`src/rtl/core/qbbs_pkg.sv`:
```
// Shared types and constants for the quadrant block bitmap store.
// No dependencies; used by the interfaces, qbbs_locate and the top unit.
package qbbs_pkg;

  // Board geometry
  localparam int BLOCK_SIDE = 32;
  localparam int SHELLS = 8;
  localparam int QUADRANTS = 4;

  localparam int BLOCKS_PER_QUAD = SHELLS * SHELLS;
  localparam int STORE_DEPTH = QUADRANTS * BLOCKS_PER_QUAD * BLOCK_SIDE;

  // Widths
  localparam int COORD_W = 16;
  localparam int CFG_IDX_W = 1;
  localparam int ROW_W = $clog2(STORE_DEPTH);
  localparam int COL_W = $clog2(BLOCK_SIDE);
  localparam int SHELL_W = (SHELLS > 1) ? $clog2(SHELLS) : 1;
  localparam int IDX_W = $clog2(BLOCKS_PER_QUAD) + 1;
  localparam int QUAD_W = $clog2(QUADRANTS);

  // Configuration register indexes
  localparam logic [CFG_IDX_W-1:0] CFG_OFFSET_X = 1'b0;
  localparam logic [CFG_IDX_W-1:0] CFG_OFFSET_Y = 1'b1;

  // Access codes
  localparam logic ACT_READ = 1'b0;
  localparam logic ACT_WRITE = 1'b1;

  // Row location of one cell
  typedef struct packed {
    logic [ROW_W-1:0] row;
    logic [COL_W-1:0] col;
    logic             beyond;
  } loc_t;

endpackage

```
`src/rtl/core/qbbs_locate.sv`:
```
// Maps signed board coordinates to a row address and bit position.
// Depends on qbbs_pkg for geometry constants and loc_t.
module qbbs_locate (
  input  logic signed [qbbs_pkg::COORD_W-1:0] pos_x_i,
  input  logic signed [qbbs_pkg::COORD_W-1:0] pos_y_i,
  input  logic signed [qbbs_pkg::COORD_W-1:0] off_x_i,
  input  logic signed [qbbs_pkg::COORD_W-1:0] off_y_i,
  output qbbs_pkg::loc_t                      loc_o
);
  import qbbs_pkg::*;

  logic signed [COORD_W:0] sum_x, sum_y;
  logic [COORD_W:0]        inv_x, inv_y;
  logic [COORD_W-1:0]      fold_x, fold_y;
  logic [COORD_W-1:0]      blk_x, blk_y;
  logic [COL_W-1:0]        col_x, col_y;
  logic [SHELL_W-1:0]      sb_x, sb_y;
  logic [IDX_W-1:0]        ext_x, ext_y;
  logic [IDX_W-1:0]        idx_a, idx_b, idx_sel;
  logic [QUAD_W-1:0]       quad;
  logic                    x_lt;

  // Shift by the offsets at one extra bit, then fold negatives to -(v+1)
  assign sum_x = {pos_x_i[COORD_W-1], pos_x_i} + {off_x_i[COORD_W-1], off_x_i};
  assign sum_y = {pos_y_i[COORD_W-1], pos_y_i} + {off_y_i[COORD_W-1], off_y_i};
  assign inv_x = sum_x[COORD_W] ? ~sum_x : sum_x;
  assign inv_y = sum_y[COORD_W] ? ~sum_y : sum_y;
  assign fold_x = inv_x[COORD_W-1:0];
  assign fold_y = inv_y[COORD_W-1:0];
  assign quad = {sum_x[COORD_W], sum_y[COORD_W]};

  // Split each axis into block coordinate and in-block position
  assign blk_x = COORD_W'(fold_x / BLOCK_SIDE);
  assign blk_y = COORD_W'(fold_y / BLOCK_SIDE);
  assign col_x = COL_W'(fold_x % BLOCK_SIDE);
  assign col_y = COL_W'(fold_y % BLOCK_SIDE);

  // The shell is the larger block coordinate; beyond capacity once it reaches SHELLS
  assign x_lt = fold_x < fold_y;
  assign sb_x = blk_x[SHELL_W-1:0];
  assign sb_y = blk_y[SHELL_W-1:0];
  assign ext_x = IDX_W'(sb_x);
  assign ext_y = IDX_W'(sb_y);

  // Square-shell enumeration on narrow shell coordinates
  assign idx_a = ext_y * ext_y + ext_x;
  assign idx_b = ext_x * ext_x + ext_x + ext_x - ext_y;
  assign idx_sel = x_lt ? idx_a : idx_b;

  always_comb begin
    loc_o.beyond = x_lt ? (blk_y >= COORD_W'(SHELLS)) : (blk_x >= COORD_W'(SHELLS));
    loc_o.col = col_x;
    loc_o.row = ROW_W'((int'(quad) * BLOCKS_PER_QUAD + int'(idx_sel)) * BLOCK_SIDE
                       + int'(col_y));
  end

endmodule

```
`config.mk`:
```
export PLATFORM = sky130hd
export DESIGN_NAME = qbbs_locate
export DESIGN_NICKNAME = d
export VERILOG_FILES = /design/src/rtl/core/qbbs_pkg.sv /design/src/rtl/core/qbbs_locate.sv
export SDC_FILE = /design/constraint.sdc
export NUM_CORES = 1
export LEC_CHECK = 0
export BUFFER_PORTS_ARGS = -buffer_cell sky130_fd_sc_hd__buf_2
export CORE_ASPECT_RATIO = 2
export CORE_MARGIN = 10
export CORE_UTILIZATION = 55
export DETAILED_ROUTE_END_ITERATION = 10
export PLACE_DENSITY = 0.95
export SLEW_MARGIN = 10
export SYNTH_ARGS = -nofsm -noshare
export SYNTH_HDL_FRONTEND = slang
export SYNTH_SLANG_ARGS = --single-unit
```
`constraint.sdc`:
```
create_clock -name vclk -period 9.1
set_clock_uncertainty 0.05 [all_clocks]
set_input_delay 0.91 -clock vclk [all_inputs]
set_output_delay 0.91 -clock vclk [all_outputs]
set_load 0.02 [all_outputs]
```
==> summary by stage <==
Finish
At the end of the flow, the number of nets in the layout was 581. The number of antenna cells inserted is 0. The utilization after layout is 0.6552. The non-filler instance count after layout is 504. The count of sequential standard cells is 0.

The layout has 458 filler cells. The sequential cells in the finished layout cover a total of 0 sq um. The clock buffer instance count of the final layout is 0. Relative to the synthesized area, the layout overhead comes to 16.44%. The layout cell share with drive strength beyond 1 is 0.2265.

Synth
Ranked by total cell area, the synthesized netlist is headed by ha_1 27%, xnor2_1 12%, xor2_1 7.0%. The synthesized-area fraction occupied by ao, oa, aoi and oai cells is 0.2795. The Yosys step of the flow raised 0 warnings. By area, the combinational part of the netlist is dominated by adder cells. The area share of xor/xnor cells in the synthesized design is 0.1878.

The post-synthesis net count is 500. The basic-gate share of the synthesized area counting and, or, nand and nor cells is 0.1540. The number of unique standard cell types used by synthesis is 56. Counting every instance in the synthesized netlist gives 367. For this run, the register share of the synthesized area comes to 0. In the post-synthesis netlist, the cell with the most instances is ha_1. The share of synthesized area in the top cell type comes to 0.2683.

Of the total synthesized cell area, the portion taken by full adders, half adders and majority gates is 0.3167. Summed over all instances, the cell type with the most area after synthesis is ha_1. The mean post-synth cell area is 7.879 sq um. By count the netlist is led by 62 x ha_1, 39 x xnor2_1, 34 x a21oi_1, 32 x inv_1, 23 x xor2_1. After synthesis, the share of cell area in mux cells is 0.007356. The cell area after technology mapping is 2892 sq um.

Critical path
The path type of the worst setup path is in -> out. The most prevalent standard cell on the critical path is fa_1. STA puts the critical path data arrival time at 7.22 ns. The required time of the critical path is 8.14 ns. Along the worst path, the maximum fanout reaches 19. The worst setup path is launched from an input pin. The endpoint kind of the worst setup timing path is an output pin. The cell with the largest stage delay on the worst path is fa_1. In this design, the stage delay of the slowest critical-path cell is 0.55 ns.

Place
The number of port buffers is 83. At the placement stage, the worst setup path has a slack of 0.9047 ns. Routability-driven placement finished with a final weighted congestion of 0.9357. The number of cells in the design after placement is 504. Summed over all nets, the half-perimeter wirelength after detailed placement is 6961 microns.

Timing
The routed design could run at a clock period as short as 8.185 ns. Dividing the final minimum period by the clock period gives 0.8994. Derived from the worst setup path, the maximum achievable clock frequency is 122.2 MHz.

Setup violations remaining at the end of the flow were counted as 0. The transition at the pin with the smallest max-transition slack is 1.050 ns. The number of max-slew violations in the final report is 0. The least setup slack across all paths after layout is 0.9152 ns. Adding up every negative setup slack in the final design gives 0 ns. The final hold violation count came to 0. The max-slew headroom at the worst pin is 0.2971. Setup repair after global routing left no endpoint under its margin.

Detailed routing
The remaining antenna violation count after routing is 0. In the routed layout, each cell is associated on average with a via count of 5.972. The number of DRC violations after detailed-routing iteration 0 is 113. The total length of routed wires is 7717 microns. The final routed DRC violation total is 0. The first-pass iteration count of the detailed router is 4.

The wire length per cell is 15.31 microns. Detailed routing inserted a total of 3,010 vias.

Floorplanning
The floorplan step defined a die boundary enclosing 8733 sq um. The core region is 5139 sq um. The floorplan has 37 rows. For this configuration, the core starts out at a cell density of 0.5627. The floorplan die height is 122.5 microns. The number of top-level pins is 83.

The floorplan step set the die width to 71.27 microns.

Power
The share of power burned in the clock network is 0. The combinational power share is 1.000. The total net switching power is 0.4966 mW. The sequential power share is 0. The peak supply drop is 416.3 uV. The total power density per cell area is 254.4 nW/um^2. Of the total power, the share spent switching nets is 0.5799.

Summed over all cells, the static leakage comes to 1.747 nW. The internal power of the cells totals 0.3598 mW.

Worst hold path
The worst hold-check path type is in -> out.

Global route
Summed over all layers, the global routing overflow is 0. Entering global routing, the biggest net connects 21 pins. The via count of the first global-routing pass was 3,235. In the global route stage, overall resource usage came out at 0.1661. The number of antenna violations at the first check in global routing is 0. The first global-routing pass estimated 12,840 microns of wire.

CTS
In this run, post-CTS repair resized a total of 0 instances. In this run the post-CTS setup repair buffer count came out at 0. Hold repair after CTS inserted 0 buffers.

Status
The run finished with clean final reports.

Run
Max-cap violations in this run came to 0.
critical path: cells and delay by family:
kind                       cells  cell delay (ns)
AOI/OAI and AO/OA              8             1.88
xor gates and xnor gates       3             0.57
adders and majority gates      7             2.72
buffers and inverters          6             0.69
muxes                          1             0.13
and+or+nand+nor                2             0.34
metal layers:
metal	GRT usage	wire [microns]	vias to the layer above
met5	0	0	-
met2	0.3581	4551	74
met3	0.02019	324	24
met4	0.06083	253	0
met1	0.1424	2587	1412
li1	-	-	1500
path summary, 6_finish.rpt:
path | depth (start not counted) | endpoint | slack, ns | from
worst min-delay path | 5 | loc_o[1] | 2.27 | off_x_i[0]
worst max-delay path | 27 | loc_o[18] | 0.92 | pos_x_i[0]
power groups by stage:
stage               combinational, mW  clock, mW  sequential (mW)
floorplan                       0.648          0                0
global placement                0.827          0                0
detailed placement              0.859          0                0
CTS                             0.862          0                0
global route                    0.963          0                0
finish                          0.856          0                0
cell usage in the layout (no fill, tap or decap), types with 4 or more instances in the layout:
master     n
a31oi_1    6
o21ai_0   16
nand4_1    4
xor2_1    23
and3_1     6
nand2_1   18
nor2b_1    6
nand3_1    6
buf_2     83
a21oi_1   34
fa_1       7
inv_1     32
a21o_1    20
a211oi_1   4
xnor2_1   39
nor2_1    16
nor3_1     6
ha_1      62
metrics by stage:
stage          hold slack [ns]  power (mW)  area, sq um
2_1_floorplan            2.032      0.6476         2892
3_3_place_gp             2.239      0.8271         3367
3_5_place_dp             2.273      0.8586         3367
4_1_cts                  2.274      0.8621         3367
5_1_grt                  2.297      0.9630         3367
6_report                 2.274      0.8564         3367
cell families (layout without fill, tap and decap cells):
| logic type | count (synthesis) | after routing |
|---|---|---|
| AO/OA/AOI/OAI | 114 | 114 |
| XOR/XNOR | 62 | 62 |
| AND/OR/NAND/NOR | 82 | 82 |
| adder cells (fa/ha/maj) | 69 | 69 |
| buffers and inverters | 38 | 117 |
| multiplexers | 2 | 2 |
area by class of cell:
type	count	area [sq um]	share of cell area
Timing Repair Buffer	85	430.4	0.1278
Tap cell	58	72.57	0.02155
Multi-Input combinational cell	329	2744	0.8149
Inverter	32	120.1	0.03567
Power figures use the tool's default switching activity.
